<file path="config.mk">
export PLATFORM = sky130hd
export DESIGN_NAME = cyclic_executive_sporadic_dispatch_top
export DESIGN_NICKNAME = d
export VERILOG_FILES = /design/src/rtl/ced_pkg.sv /design/src/rtl/ced_cfg.sv /design/src/rtl/ced_core.sv /design/src/rtl/cyclic_executive_sporadic_dispatch_top.sv
export SDC_FILE = /design/constraint.sdc
export NUM_CORES = 1
export LEC_CHECK = 0
export BUFFER_PORTS_ARGS = -buffer_cell sky130_fd_sc_hd__buf_2
export CORE_MARGIN = 3
export CORE_UTILIZATION = 25
export CTS_BUF_LIST = sky130_fd_sc_hd__clkbuf_4 sky130_fd_sc_hd__clkbuf_8
export DETAILED_ROUTE_END_ITERATION = 8
export PLACE_DENSITY = 0.36
export SLEW_MARGIN = 20
export SYNTH_ARGS = -nofsm -noshare
export SYNTH_HDL_FRONTEND = slang
export SYNTH_HIERARCHICAL = 1
export SYNTH_SLANG_ARGS = --single-unit
export TNS_END_PERCENT = 10
</file>
<file path="constraint.sdc">
create_clock -name i_clk -period 17.4 [get_ports i_clk]
set_clock_uncertainty 0.2 [all_clocks]
set_input_delay 0.87 -clock i_clk [delete_from_list [all_inputs] [get_ports i_clk]]
set_output_delay 0.87 -clock i_clk [all_outputs]
set_load 0.02 [all_outputs]
</file>
<file path="src/rtl/ced_pkg.sv">
package ced_pkg;

    // Scheduler dimensions.
    localparam int LEVELS = 8;
    localparam int TASKS  = 8;
    localparam int NCHAN  = 3;

    localparam int LW = (LEVELS > 1) ? $clog2(LEVELS) : 1;
    localparam int TW = (TASKS > 1) ? $clog2(TASKS) : 1;
    localparam int CW = 2;

    localparam logic [15:0] CNT_MAX = 16'hFFFF;

    // Configuration register indexes.
    localparam logic [1:0] REG_DEBOUNCE = 2'd0;
    localparam logic [1:0] REG_CHAN0_LEVEL = 2'd1;
    localparam logic [1:0] REG_CHAN1_LEVEL = 2'd2;
    localparam logic [1:0] REG_CHAN2_LEVEL = 2'd3;

    localparam logic [15:0] DEBOUNCE_RESET = 16'd400;
    localparam logic [2:0] CHAN0_LEVEL_RESET = 3'd7;
    localparam logic [2:0] CHAN1_LEVEL_RESET = 3'd5;
    localparam logic [2:0] CHAN2_LEVEL_RESET = 3'd3;

    // A channel code that names no channel.
    localparam logic [CW-1:0] CHAN_NONE = 2'd3;

    typedef enum logic [0:0] {
        OP_PRESS    = 1'b0,
        OP_DISPATCH = 1'b1
    } t_op;

    typedef enum logic [1:0] {
        K_DROPPED  = 2'd0,
        K_QUEUED   = 2'd1,
        K_REGULAR  = 2'd2,
        K_SPORADIC = 2'd3
    } t_kind;

    typedef enum logic [1:0] {
        PH_REGULAR  = 2'd0,
        PH_SPORADIC = 2'd1
    } t_phase;

    typedef struct packed {
        t_op         operation;
        logic [1:0]  channel;
        logic [31:0] time_ms;
    } t_in_word;

    typedef struct packed {
        t_kind       kind;
        logic [2:0]  level;
        logic [15:0] job_number;
        logic [1:0]  job_channel;
    } t_out_word;

    typedef struct packed {
        logic [15:0]             press_gap_ms;
        logic [NCHAN-1:0][2:0]   chan_level;
    } t_cfg;

    typedef struct packed {
        t_phase phase;
        logic   snap_any;
    } t_sched_status;

endpackage

</file>
<file path="src/rtl/ced_cfg.sv">
module ced_cfg import ced_pkg::*; (
    input  logic        i_clk,
    input  logic        i_rst_n,
    input  logic        i_wr_en,
    input  logic [1:0]  i_wr_index,
    input  logic [15:0] i_wr_data,
    output t_cfg        o_cfg
);

    t_cfg r_cfg;

    always_ff @(posedge i_clk) begin
        if (!i_rst_n) begin
            r_cfg.press_gap_ms  <= DEBOUNCE_RESET;
            r_cfg.chan_level[0] <= CHAN0_LEVEL_RESET;
            r_cfg.chan_level[1] <= CHAN1_LEVEL_RESET;
            r_cfg.chan_level[2] <= CHAN2_LEVEL_RESET;
        end else if (i_wr_en) begin
            case (i_wr_index)
                REG_DEBOUNCE:    r_cfg.press_gap_ms  <= i_wr_data;
                REG_CHAN0_LEVEL: r_cfg.chan_level[0] <= i_wr_data[2:0];
                REG_CHAN1_LEVEL: r_cfg.chan_level[1] <= i_wr_data[2:0];
                REG_CHAN2_LEVEL: r_cfg.chan_level[2] <= i_wr_data[2:0];
                default: ;
            endcase
        end
    end

    assign o_cfg = r_cfg;

endmodule

</file>
<file path="src/rtl/ced_core.sv">
module ced_core import ced_pkg::*; (
    input  logic          i_clk,
    input  logic          i_rst_n,
    input  logic          i_fire,
    input  t_in_word      i_word,
    input  t_cfg          i_cfg,
    output t_out_word     o_result,
    output t_sched_status o_status
);

    logic [NCHAN-1:0][31:0] r_last, n_last;
    logic [NCHAN-1:0][15:0] r_pending, n_pending;
    logic [NCHAN-1:0][15:0] r_queued, n_queued;
    logic [NCHAN-1:0][15:0] r_exec, n_exec;
    logic [NCHAN-1:0][15:0] r_snap, n_snap;
    logic [LW-1:0]          r_level, n_level;
    logic [TW-1:0]          r_slot, n_slot;
    t_phase                 r_phase, n_phase;

    function automatic logic [LW-1:0] next_lvl(input logic [LW-1:0] lvl);
        return (lvl == LW'(LEVELS - 1)) ? '0 : lvl + 1'b1;
    endfunction

    function automatic logic [2:0] low3(input logic [LW-1:0] lvl);
        logic [LW+2:0] wide;
        wide = {3'b000, lvl};
        return wide[2:0];
    endfunction

    always_comb begin
        logic [1:0]             ch;
        logic [31:0]            diff;
        logic                   snap_any;
        logic [LW-1:0]          e_level;
        logic [TW-1:0]          e_slot;
        t_phase                 e_phase;
        logic [NCHAN-1:0][15:0] snap_w;
        logic                   w_any;
        logic [31:0]            id;
        logic [1:0]             first;
        logic                   left_any;

        n_last    = r_last;
        n_pending = r_pending;
        n_queued  = r_queued;
        n_exec    = r_exec;
        n_snap    = r_snap;
        n_level   = r_level;
        n_slot    = r_slot;
        n_phase   = r_phase;
        o_result  = '0;

        ch       = i_word.channel;
        diff     = '0;
        left_any = 1'b0;
        snap_any = 1'b0;
        for (int c = 0; c < NCHAN; c++) begin
            snap_any = snap_any | (r_snap[c] != '0);
        end

        // The sporadic phase never runs with an empty snapshot; should it, the
        // request is served as the first task of the next level.
        if (r_phase == PH_SPORADIC && !snap_any) begin
            e_level = next_lvl(r_level);
            e_slot  = '0;
            e_phase = PH_REGULAR;
        end else begin
            e_level = r_level;
            e_slot  = r_slot;
            e_phase = r_phase;
        end

        snap_w = r_snap;
        if (e_slot == '0) begin
            for (int c = 0; c < NCHAN; c++) begin
                snap_w[c] = ({{LW{1'b0}}, i_cfg.chan_level[c]} == {3'b000, e_level}) ?
                            r_pending[c] : 16'd0;
            end
        end
        w_any = 1'b0;
        for (int c = 0; c < NCHAN; c++) begin
            w_any = w_any | (snap_w[c] != '0);
        end
        id = 32'(e_level) * 32'(TASKS) + 32'(e_slot);

        first = CHAN_NONE;
        for (int c = NCHAN - 1; c >= 0; c--) begin
            if (r_snap[c] != '0) begin
                first = 2'(c);
            end
        end

        if (i_fire) begin
            if (i_word.operation == OP_PRESS) begin
                if (ch == CHAN_NONE) begin
                    o_result.kind = K_DROPPED;
                end else begin
                    diff = i_word.time_ms - r_last[ch];
                    o_result.level       = i_cfg.chan_level[ch];
                    o_result.job_channel = ch;
                    if (diff < {16'd0, i_cfg.press_gap_ms}) begin
                        o_result.kind       = K_DROPPED;
                        o_result.job_number = r_queued[ch];
                    end else begin
                        n_last[ch] = i_word.time_ms;
                        if (r_pending[ch] != CNT_MAX) begin
                            n_pending[ch] = r_pending[ch] + 16'd1;
                        end
                        if (r_queued[ch] != CNT_MAX) begin
                            n_queued[ch] = r_queued[ch] + 16'd1;
                        end
                        o_result.kind       = K_QUEUED;
                        o_result.job_number = n_queued[ch];
                    end
                end
            end else if (e_phase != PH_SPORADIC) begin
                o_result.kind       = K_REGULAR;
                o_result.level      = low3(e_level);
                o_result.job_number = id[15:0];
                n_snap = snap_w;
                if (e_slot == TW'(TASKS - 1)) begin
                    n_slot = '0;
                    if (w_any) begin
                        n_phase = PH_SPORADIC;
                        n_level = e_level;
                    end else begin
                        n_phase = PH_REGULAR;
                        n_level = next_lvl(e_level);
                    end
                end else begin
                    n_slot  = e_slot + 1'b1;
                    n_level = e_level;
                    n_phase = PH_REGULAR;
                end
            end else begin
                o_result.kind        = K_SPORADIC;
                o_result.level       = low3(r_level);
                o_result.job_number  = r_exec[first];
                o_result.job_channel = first;
                n_exec[first] = r_exec[first] + 16'd1;
                if (r_pending[first] != '0) begin
                    n_pending[first] = r_pending[first] - 16'd1;
                end
                n_snap[first] = r_snap[first] - 16'd1;
                left_any = 1'b0;
                for (int c = 0; c < NCHAN; c++) begin
                    left_any = left_any | (n_snap[c] != '0);
                end
                if (!left_any) begin
                    n_level = next_lvl(r_level);
                    n_slot  = '0;
                    n_phase = PH_REGULAR;
                end
            end
        end
    end

    always_ff @(posedge i_clk) begin
        if (!i_rst_n) begin
            for (int c = 0; c < NCHAN; c++) begin
                r_last[c]    <= '0;
                r_pending[c] <= '0;
                r_queued[c]  <= '0;
                r_exec[c]    <= 16'd1;
                r_snap[c]    <= '0;
            end
            r_level <= '0;
            r_slot  <= '0;
            r_phase <= PH_REGULAR;
        end else begin
            r_last    <= n_last;
            r_pending <= n_pending;
            r_queued  <= n_queued;
            r_exec    <= n_exec;
            r_snap    <= n_snap;
            r_level   <= n_level;
            r_slot    <= n_slot;
            r_phase   <= n_phase;
        end
    end

    always_comb begin
        o_status.phase    = r_phase;
        o_status.snap_any = 1'b0;
        for (int c = 0; c < NCHAN; c++) begin
            o_status.snap_any = o_status.snap_any | (r_snap[c] != '0);
        end
    end

endmodule

</file>
<file path="src/rtl/cyclic_executive_sporadic_dispatch_top.sv">
// A word accepted into the input register moves through the core into the result register.
// Throughput: one word per cycle while the output is not stalled, set by the single
// state-update pass in the core between the input register and the result register.
// Reset: synchronous, active low; clears both pipeline valids, the level/slot/phase state
// and the channel counters but the execution counts, set to 1; loads the config defaults.
module cyclic_executive_sporadic_dispatch_top import ced_pkg::*; (
    input  logic        i_clk,
    input  logic        i_rst_n,
    input  logic        i_in_valid,
    input  t_in_word    i_in_data,
    output logic        o_in_stall,
    output logic        o_out_valid,
    output t_out_word   o_out_data,
    input  logic        i_out_stall,
    input  logic        i_cfg_valid,
    input  logic [1:0]  i_cfg_index,
    input  logic [15:0] i_cfg_data,
    output logic        o_cfg_ready
);

    // The input register holds one word in front of the core. The core works on
    // it in the cycle it fires and writes its result into the result register.
    logic          r_in_valid;
    t_in_word      r_in;
    logic          r_out_valid;
    t_out_word     r_out;
    logic          advance;
    logic          fire;
    t_out_word     result;
    t_cfg          cfg;
    t_sched_status status;

    // The result register can take a new result when it is empty or its word is
    // leaving this cycle; only then does the held input word move on.
    assign advance    = !r_out_valid || !i_out_stall;
    assign fire       = r_in_valid && advance;
    assign o_in_stall = r_in_valid && !advance;

    // Configuration writes are always taken.
    assign o_cfg_ready = 1'b1;

    ced_cfg u_cfg (
        .i_clk      (i_clk),
        .i_rst_n    (i_rst_n),
        .i_wr_en    (i_cfg_valid && o_cfg_ready),
        .i_wr_index (i_cfg_index),
        .i_wr_data  (i_cfg_data),
        .o_cfg      (cfg)
    );

    ced_core u_core (
        .i_clk    (i_clk),
        .i_rst_n  (i_rst_n),
        .i_fire   (fire),
        .i_word   (r_in),
        .i_cfg    (cfg),
        .o_result (result),
        .o_status (status)
    );

    // Input register.
    always_ff @(posedge i_clk) begin
        if (!i_rst_n) begin
            r_in_valid <= 1'b0;
        end else if (i_in_valid && !o_in_stall) begin
            r_in_valid <= 1'b1;
        end else if (fire) begin
            r_in_valid <= 1'b0;
        end
    end

    always_ff @(posedge i_clk) begin
        if (i_in_valid && !o_in_stall) begin
            r_in <= i_in_data;
        end
    end

    // Result register.
    always_ff @(posedge i_clk) begin
        if (!i_rst_n) begin
            r_out_valid <= 1'b0;
        end else if (fire) begin
            r_out_valid <= 1'b1;
        end else if (!i_out_stall) begin
            r_out_valid <= 1'b0;
        end
    end

    always_ff @(posedge i_clk) begin
        if (fire) begin
            r_out <= result;
        end
    end

    assign o_out_valid = r_out_valid;
    assign o_out_data  = r_out;

    // The sporadic phase is only ever entered with work in the snapshot and is
    // left the moment the snapshot empties.
    a_spor_has_work: assert property (@(posedge i_clk) disable iff (!i_rst_n)
        status.phase == PH_SPORADIC |-> status.snap_any)
        else $error("sporadic phase with an empty snapshot");

    // A regular task never carries a channel.
    a_regular_no_chan: assert property (@(posedge i_clk) disable iff (!i_rst_n)
        r_out_valid && r_out.kind == K_REGULAR |-> r_out.job_channel == '0)
        else $error("regular task reported with a channel");

    // The input side only stalls when the result register is full and held.
    a_stall_cause: assert property (@(posedge i_clk) disable iff (!i_rst_n)
        o_in_stall |-> r_in_valid && r_out_valid && i_out_stall)
        else $error("input stalled without a held result");

    // A word fired into the core shows up as a valid result on the next edge.
    a_fire_result: assert property (@(posedge i_clk) disable iff (!i_rst_n)
        fire |=> r_out_valid)
        else $error("fired word produced no result");

endmodule
</file>
# ---- Word level (Yosys, flattened, before mapping)
# Cells that the tools add are included.
dict set report op_classes {
  add_sub_neg 10
  n_lt_le_gt_ge 5
  n_eq_ne 20
  n_mux 74
  bitwise 10
  reduce_logical 35
}
# operator count
set op_table {}
lappend op_table {{$mux 48} 13}
lappend op_table {{$bwmux 48} 5}
lappend op_table {{$bmux 16 s2} 6}
lappend op_table {{$mux 16} 12}
lappend op_table {{$reduce_bool 16->1} 10}
lappend op_table {{$bwmux 96} 1}
lappend op_table {{$bmux 32 s2} 1}
lappend op_table {{$demux 16 s2} 2}
lappend op_table {{$demux 32 s2} 1}
lappend op_table {{$mux 32} 2}
lappend op_table {{$add 16x1->16 const B} 3}
lappend op_table {{$mux 3} 12}
lappend op_table {{$lt 32x16->1} 1}
lappend op_table {{$ne 16x16->1 const B} 2}
lappend op_table {{$sub 16x1->16 const B} 2}
lappend op_table {{$sub 32x32->32} 1}
lappend op_table {{$mux 23} 1}
lappend op_table {{$mux 21} 1}
lappend op_table {{$mux 20} 1}
lappend op_table {{$mux 2} 6}
lappend op_table {{$reduce_and 2->1} 5}
lappend op_table {{$add 3x1->3 const B} 3}
lappend op_table {{$eq 3x3->1} 3}
lappend op_table {{$eq 3x3->1 const B} 3}
lappend op_table {{other kinds (20)} 57}
dict set report word_totals {
  register_bits 381
  input_bits 58
}

# ---- Logic depth before layout (Yosys ltp)
# Gate-level depths: netlist (run 1).
dict set report logic_depth {
  ltp_word 15
  mapped_depth 32
}

# ---- Cells and area by module
# The synthesis (run 1) kept the hierarchy.
# module n_inst cells_per_inst area_each_um2
set by_module_without_submodules {}
lappend by_module_without_submodules {ced_core 1 2495 19059.5}
lappend by_module_without_submodules {cyclic_executive_sporadic_dispatch_top 1 68 1836.8}
lappend by_module_without_submodules {ced_cfg 1 105 1042.2}

# ---- Worst setup path before layout (run 1)
# Ideal clock, no wire load.
dict set report synth_timing {
  path_kind {register to register}
  startpoint {reg r_in[33] (netlist bit)}
  endpoint {reg u_core/r_pending[22] (netlist bit)}
  arrival_ns 7.450
  path_slack_ns 9.631
  path_stages_with_launch 32
  n_path_buf 8
  period_less_slack_ns 7.769
  cell_sequence {edfxtp_1 > buf_2 > buf_2 > buf_2 > buf_2 > buf_1 > clkbuf_1 > mux2i_1 > nor2_1 > a21oi_1 > ha_1 > nor2b_1 > o2111a_1 > o311a_1 > or2_1 > a31o_2 > a21oi_1 > xnor2_1 > ha_1 > a21oi_1 > o221ai_1 > a31o_2 > a211oi_1 > o2111ai_1 > nor3_1 > o2111ai_1 > or4_1 > clkbuf_1 > a21oi_1 > nor2_1 > buf_2 > o221a_2}
}
dict set report synth_between {
  elab_chain_len 9
  elab_cells_between_ends 23
  classes_between {add/sub: 2; order compare: 3; eq/ne: 4; mux: 11; reduce/logical: 3}
}
# element line
set synth_lines {}
lappend synth_lines {{start: declaration} cyclic_executive_sporadic_dispatch_top.sv:24} ;# t_in_word r_in;
lappend synth_lines {{start signal: assignment} cyclic_executive_sporadic_dispatch_top.sv:74} ;# r_in <= i_in_data;
lappend synth_lines {{branches (longest 9 deep; another with $sub 32x32->32)} n/a}
lappend synth_lines {{end signal: assignment} ced_core.sv:172} ;# r_pending <= n_pending;
lappend synth_lines {{end: declaration} ced_core.sv:12} ;# logic [NCHAN-1:0][15:0] r_pending, n_pending;
# Parallel ways; which one is timed is not known. The select of a mux whose other input is x is not followed.
# A chain may end at the register's enable or synchronous reset.

# ---- Worst setup path after layout (run 1)
dict set report layout_timing {
  startpoint {reg r_in[33] (netlist bit)}
  endpoint {reg u_core/r_pending[11] (netlist bit)}
}
# Same word-level chain as after synthesis.

==> summary.txt, run 1 <==
Worst setup path
  – Worst R2R Path Depth: 25
  – Critical path capture point type: flip-flop
  – Worst reg-to-reg setup slack: 9.45 ns
  – End point of the critical path: u_core/r_pending[11]
  – RR Startpoint: r_in[33]
  – Endpoint of the lowest-slack register-to-register path: u_core/r_pending[11]
  – Count of buffering cells on the critical path with inverters included: 1
  – Type of the setup path with the least slack: reg -> reg
  – Stages on the worst setup path: 25
  – Crit-path max cell delay: 0.87 ns
  – Maximum fanout encountered on the critical timing path: 67
  – Data required time at the worst endpoint: 17.75 ns
  – Family with the most delay on the worst path: compound AO/OA/AOI/OAI gates
  – Slowest-stage cell, CP: or4_1
  – Startpoint kind of the worst setup timing path: flip-flop
  – Data arrival time at the worst-slack endpoint: 8.31 ns
  – Start point of the critical path: r_in[33]

STA
  – Fmax achieved: 125.7 MHz
  – Final clock period utilization by the worst path: 45.71%
  – Actual slew at the worst max-slew pin: 1.093 ns
  – Slew Limit Headroom: 26.87%
  – Final min period: 7.954 ns
  – Worst setup margin: 9.446 ns
  – RSZ-0062 raised after global routing: false
  – Final number of setup-violating endpoints: 0
  – Number of failing hold endpoints at the final stage: 0
  – Setup TNS: 0 ns
  – Max Slew Vio Count: 0

CTS
  – CTS Buf Count: 77
  – H-Tree Level Count: 3
  – CTS Hold Buffers Added: 0
  – Post-cts gate resize count: 0
  – Post-CTS setup repair buffer count: 0
  – Clock insertion delay at the later pin of the skew report: 0.68 ns
  – Buffer cell driving the clock tree root: clkbuf_8
  – Clock transition at path regs: 0.06 ns
  – TritonCTS clock tree: yes
  – Number of clock sinks seen by CTS: 380
  – Number of buffers on the longest clock path: 3

GRT
  – Total GRT Usage: 18.17%
  – Number of global-route vias before repair: 20120
  – Maximum number of pins on one net before global-route repair: 105
  – Overflow left after global routing: 0
  – Wire length of the first global-routing pass: 128.3 mm
  – Number of antenna violations at the first check in global routing: 3

Drt
  – Total vias in the final route: 20550
  – TritonRoute pass-1 iters: 7
  – Post-route DRC: 0
  – Number of DRC markers in iteration 0: 1779
  – Detail Route Antenna Nets: 0
  – Via-to-Cell Ratio: 5.275
  – Detailed-route wire length: 84.11 mm
  – WL/cell: 21.59 µm

Floorplanning
  – Die outline height: 302.2 µm
  – Initial Util: 25.47%
  – Die Outline Area: 0.09130 mm²
  – Standard-cell rows: 107
  – DIE WIDTH: 302.2 µm
  – Std-Cell Core Area: 0.08608 mm²
  – I/O pin count: 84

Placed design
  – Routability cong.: 0.8779
  – Cell area reported after detailed placement: 0.02344 mm²
  – Worst slack at placement: 9.485 ns
  – Number of buffer cells added on primary ports: 82
  – Post-detail-place hpwl: 59.01 mm

Finish
  – Cell area after layout: 0.02513 mm²
  – Share of the core filled with cells in the final layout: 29.19%
  – Proportion of layout cells with a drive suffix above 1: 13.28%
  – Number of nets in the final layout: 2801
  – Area Growth Syn to Fin: 14.60%

Logic synthesis
  – Mean Syn Cell Area: 8.225 µm²
  – Number of instances in the synthesized netlist: 2666
  – Cell area after synthesis: 0.02193 mm²
  – Nets in the synthesized netlist: 2784
  – Yosys warns: 6

Pwr
  – Total power: 2.279 mW
  – Power density over cell area: 90.68 mW/mm²
  – Leakage: 8.956 nW
  – VDD IR max: 47.06 µV

Flow run
  – Max-capacitance violation count: 0

Status
  – Status: complete, no violations

Worst hold path
  – Hold crit path type: in -> reg
[flip-flops by register name, summed over array words and instances (netlist names)]
register,count
o_out_data,23
u_core/r_level,3
u_core/r_snap,48
u_core/r_queued,48
r_in_valid,1
o_out_valid,1
u_core/r_slot,3
u_core/r_pending,48
u_core/r_phase,1
u_cfg/o_cfg,25
u_core/r_last,96
u_core/r_exec,48
r_in,35
[worst min-delay path by stage]
| stage | startpoint | to | slack (ns) | depth (start not counted) |
|---|---|---|---|---|
| 6_report | i_in_data[30] | r_in[30] | 0.18 | 1 |
| 5_1_grt | i_in_data[30] | r_in[30] | 0.13 | 1 |
| 4_1_cts | i_in_data[30] | r_in[30] | 0.10 | 1 |
| 3_5_place_dp | u_cfg/o_cfg[22] | u_cfg/o_cfg[22] | 0.25 | 2 |
| 3_3_place_gp | u_core/r_last[49] | u_core/r_last[49] | 0.24 | 2 |
| 2_1_floorplan | u_cfg/o_cfg[9] | u_cfg/o_cfg[9] | 0.23 | 2 |
[worst reg2reg max path, cell delays in order (launching register included)]
cell and delay (ns):
edfxtp_1 0.46, nor2b_4 0.13, buf_4 0.66, nand2_1 0.14
o21ai_0 0.11, ha_1 0.24, fa_1 0.24, nor2b_1 0.08
o2111a_1 0.25, o311a_1 0.38, or2_1 0.32, a31o_2 0.27
a21oi_1 0.16, xnor2_1 0.14, ha_1 0.26, a21oi_1 0.14
o221ai_1 0.13, a31o_2 0.22, a211oi_1 0.21, o2111ai_1 0.18
nor3_1 0.22, o2111ai_1 0.24, or4_1 0.87, a21oi_2 0.75
nor2_1 0.46, o221a_2 0.39
[cell usage in the layout (no fill, tap or decap), types with 58 or more instances in the layout]
cell / instances
nand2_1: 305
edfxtp_1: 58
buf_2: 81
clkbuf_8: 94
nor2_1: 226
nand3_1: 200
a21oi_1: 133
mux2i_1: 109
dfxtp_1: 322
ha_1: 59
o21ai_0: 269
xnor2_1: 68
[layer usage]
metal,vias to the layer above,GRT usage [%],wire length [µm]
met4,2,5.572,2036
li1,9922,-,-
met2,565,29.84,38940
met1,9941,24.60,38910
met5,-,0,13
met3,118,2.648,4211
[per-stage QoR]
step / cells / hold slack [ns]
detailed placement: 3748 / 0.2464
global placement: 3748 / 0.2447
floorplan: 2666 / 0.2314
CTS: 3892 / 0.1004
finish: 3895 / 0.1808
global route: 3893 / 0.1277
[power breakdown]
group | switching (mW) | internal (mW) | total (mW) | leakage, nW
registers | 0.0185 | 0.908 | 0.926 | 3.16
clock network | 0.424 | 0.589 | 1.01 | 0.900
logic | 0.234 | 0.106 | 0.340 | 4.90
total | 0.676 | 1.60 | 2.28 | 8.96
[layout make-up]
type | count | area (µm²)
Antenna cell | 3 | 7.507
Clock buffer | 127 | 1541
Clock inverter | 17 | 138.9
Fill cell | 9184 | 60950
Inverter | 54 | 203.9
Multi-Input combinational cell | 2043 | 12850
Sequential cell | 380 | 8188
Tap cell | 1144 | 1431
Timing Repair Buffer | 127 | 770.7
Note: power is estimated with default switching activity, not from simulation.
==> run 2, diff against run 1 <==
--- a/config.mk
+++ b/config.mk
@@ -5,12 +5,13 @@
 export SDC_FILE = /design/constraint.sdc
 export NUM_CORES = 1
 export LEC_CHECK = 0
+export ABC_AREA = 1
 export BUFFER_PORTS_ARGS = -buffer_cell sky130_fd_sc_hd__buf_2
 export CORE_MARGIN = 3
 export CORE_UTILIZATION = 25
 export CTS_BUF_LIST = sky130_fd_sc_hd__clkbuf_4 sky130_fd_sc_hd__clkbuf_8
 export DETAILED_ROUTE_END_ITERATION = 8
-export PLACE_DENSITY = 0.36
+export PLACE_DENSITY = 0.37
 export SLEW_MARGIN = 20
 export SYNTH_ARGS = -nofsm -noshare
 export SYNTH_HDL_FRONTEND = slang
==> constraint.sdc (replaced) <==
create_clock -name i_clk -period 6.9 [get_ports i_clk]
set_clock_uncertainty 0.2 [all_clocks]
set_input_delay 0.345 -clock i_clk [delete_from_list [all_inputs] [get_ports i_clk]]
set_output_delay 0.345 -clock i_clk [all_outputs]
set_load 0.02 [all_outputs]
==> run 2 against run 1 <==
- power grew to 2.5 times the previous value
- area after synthesis is 10% higher
- register-to-register slack worse by 8.7 ns
- combinational power is 98% higher
- first-iteration DRC count is 1.0% lower
- sequential power grew to 2.5 times the previous value
- via count is 19% higher
- synthesized cell count is 35% higher
- final cell count is 28% higher
- non-clock buffer count is 75 higher
- critical path depth is 1 higher
- critical endpoint is now u_core/r_last[32]
==> summary.txt, run 2 <==
STA
  – Final clock period utilization by the worst path: 89.05% (+43 points)
  – Setup TNS: 0 ns (unchanged)
  – Fmax achieved: 162.7 MHz (+29%)
  – Final min period: 6.145 ns (-1.809 ns)
  – Max Slew Vio Count: 0 (unchanged)
  – RSZ-0062 raised after global routing: false
  – Actual slew at the worst max-slew pin: 1.012 ns (-0.08073 ns)
  – Number of failing hold endpoints at the final stage: 0 (unchanged)
  – Final number of setup-violating endpoints: 0 (unchanged)
  – Slew Limit Headroom: 32.52% (+5.7 points)

Logic synthesis
  – Number of instances in the synthesized netlist: 3588 (+35%)
  – Cell area after synthesis: 0.02411 mm² (+10%)
  – Mean Syn Cell Area: 6.720 µm² (-18%)
  – Yosys warns: 6 (unchanged)
  – Nets in the synthesized netlist: 3706 (+33%)

CTS
  – Number of buffers on the longest clock path: 3 (unchanged)
  – Buffer cell driving the clock tree root: clkbuf_8
  – H-Tree Level Count: 3 (unchanged)
  – TritonCTS clock tree: yes
  – Clock insertion delay at the later pin of the skew report: 0.72 ns (+0.04 ns)
  – Post-cts gate resize count: 0 (unchanged)
  – CTS Hold Buffers Added: 75 (+75)
  – Clock transition at path regs: 0.05 ns (about the same)
  – CTS Buf Count: 81 (+5.2%)
  – Post-CTS setup repair buffer count: 0 (unchanged)
  – Number of clock sinks seen by CTS: 380 (unchanged)

Worst setup path
  – Critical path capture point type: flip-flop
  – Type of the setup path with the least slack: reg -> reg
  – Data required time at the worst endpoint: 7.32 ns (-10.43 ns)
  – Data arrival time at the worst-slack endpoint: 6.56 ns (-1.75 ns)
  – Crit-path max cell delay: 0.70 ns (-0.17 ns)
  – Most prevalent standard cell on the critical path: nand2_1
  – Slowest-stage cell, CP: edfxtp_1
  – Worst R2R Path Depth: 26 (+4.0%)
  – Maximum fanout encountered on the critical timing path: 73 (+9.0%)
  – Startpoint kind of the worst setup timing path: flip-flop

Worst hold path
  – Hold Path Stages: 3 (+2)
  – Hold crit path type: in -> reg

GRT
  – Global-route layer with the greatest usage: met2
  – Met3 routing resource usage after global routing: 2.895% (+0.25 points)
  – Met2 Usage GRT: 30.03% (+0.18 points)
  – Number of global-route vias before repair: 23800 (+18%)
  – Overflow left after global routing: 0 (unchanged)
  – GRT met1 Usage: 27.24% (+2.6 points)
  – Maximum number of pins on one net before global-route repair: 87 (-17%)
  – Wire length of the first global-routing pass: 148.3 mm (+16%)
  – Total GRT Usage: 19.20% (+1.0 points)
  – Number of antenna violations at the first check in global routing: 4 (+1)

Drt
  – Number of DRC markers in iteration 0: 1761 (-1.0%)
  – Post-route DRC: 0 (unchanged)
  – Detailed-route wire length: 97.03 mm (+15%)
  – Via-to-Cell Ratio: 4.874 (-7.6%)
  – TritonRoute pass-1 iters: 5 (-2)
  – Detail Route Antenna Nets: 0 (unchanged)
  – WL/cell: 19.39 µm (-10%)
  – Total vias in the final route: 24380 (+19%)

Floorplanning
  – I/O pin count: 84 (unchanged)
  – Initial Util: 25.30% (-0.17 points)
  – Standard-cell rows: 113 (+5.6%)
  – DIE WIDTH: 316.6 µm (+4.8%)
  – Die Outline Area: 0.1002 mm² (+9.8%)
  – Std-Cell Core Area: 0.09529 mm² (+11%)
  – Die outline height: 316.6 µm (+4.8%)

Pwr
  – VDD IR max: 139.0 µV (+200%)
  – Power density over cell area: 203.7 mW/mm² (+120%)
  – Leakage: 11.86 nW (+32%)
  – Total power: 5.701 mW (+150%)

Finish
  – Number of nets in the final layout: 3791 (+35%)
  – Number of fillers in the final layout: 10700 (+16%)
  – Most common cell after layout, fill and taps aside: nand2_1
  – Post-layout instance count excluding filler cells: 5003 (+28%)
  – Most flop-heavy register: u_core/r_last
  – Proportion of layout cells with a drive suffix above 1: 10.17% (-3.1 points)
  – Commonest cells after routing, fill and taps aside: nand2_1 (749), nor2_1 (406), a21oi_1 (363)
  – Number of flip-flops in the largest register: 96 (unchanged)
  – Area Growth Syn to Fin: 16.08%
  – Share of the core filled with cells in the final layout: 29.37% (+0.18 points)

Placed design
  – Post-detail-place hpwl: 67.02 mm (+14%)
  – Placed instance count: 4780 (+28%)
  – Number of buffer cells added on primary ports: 82 (unchanged)
  – Routability cong.: 0.8670 (-1.2%)

Flow run
  – Max-capacitance violation count: 0 (unchanged)

Status
  – Status: complete, no violations
==> run 2: final timing paths <==
kind,start,end,slack (ns)
worst max-delay path,r_in[32],u_core/r_last[32],0.76
worst min-delay path,i_cfg_valid,u_cfg/o_cfg[2],0.10
worst max register to register,r_in[32],u_core/r_last[32],0.76
worst min register to register,u_core/r_exec[17],u_core/r_exec[17],0.26
==> run 2: report_power, final <==
group	internal, mW	switching (mW)
sequential	2.30	0.0500
clock	1.54	1.13
combinational	0.214	0.459
==> run 2: layout make-up <==
type | instances | area, µm² | area share, %
antenna | 1 | 2.502 | 0.008940
clock buffer | 131 | 1603 | 5.726
clock inverter | 16 | 152.6 | 0.5453
inverter | 382 | 1446 | 5.167
multi-input combinational | 2626 | 13490 | 48.19
sequential | 380 | 8188 | 29.25
tap | 1265 | 1583 | 5.655
timing repair buffer | 202 | 1526 | 5.453
==> run 2: critical path: cells and delay by family (launching register included) <==
family | cells | cell delay (ns)
buffers and inverters | 3 | 0.73
and+or+nand+nor | 12 | 1.97
adders and majority gates | 2 | 0.64
DFF | 1 | 0.70
xor gates and xnor gates | 1 | 0.16
AOI/OAI and AO/OA | 8 | 1.53
==> run 2: layer usage <==
layer	part of all wire [%]	routed length (µm)	vias up
li1	-	-	12220
met1	48	46830	11400
met2	44	43090	615
met3	4.9	4786	152
met4	2.4	2309	2
met5	0.013	13	-
==> run 2: metrics by stage <==
stage / setup WS, ns / hold WS [ns] / instance area, µm²
after CTS: 0.6779 / 0.02408 / 27990
after detailed placement: 0.7268 / 0.2515 / 25480
after global routing: 0.07044 / 0.07892 / 27990
after floorplan: 1.087 / 0.2289 / 24110
final: 0.7554 / 0.1021 / 27990
after global placement: 0.8022 / 0.2454 / 25480
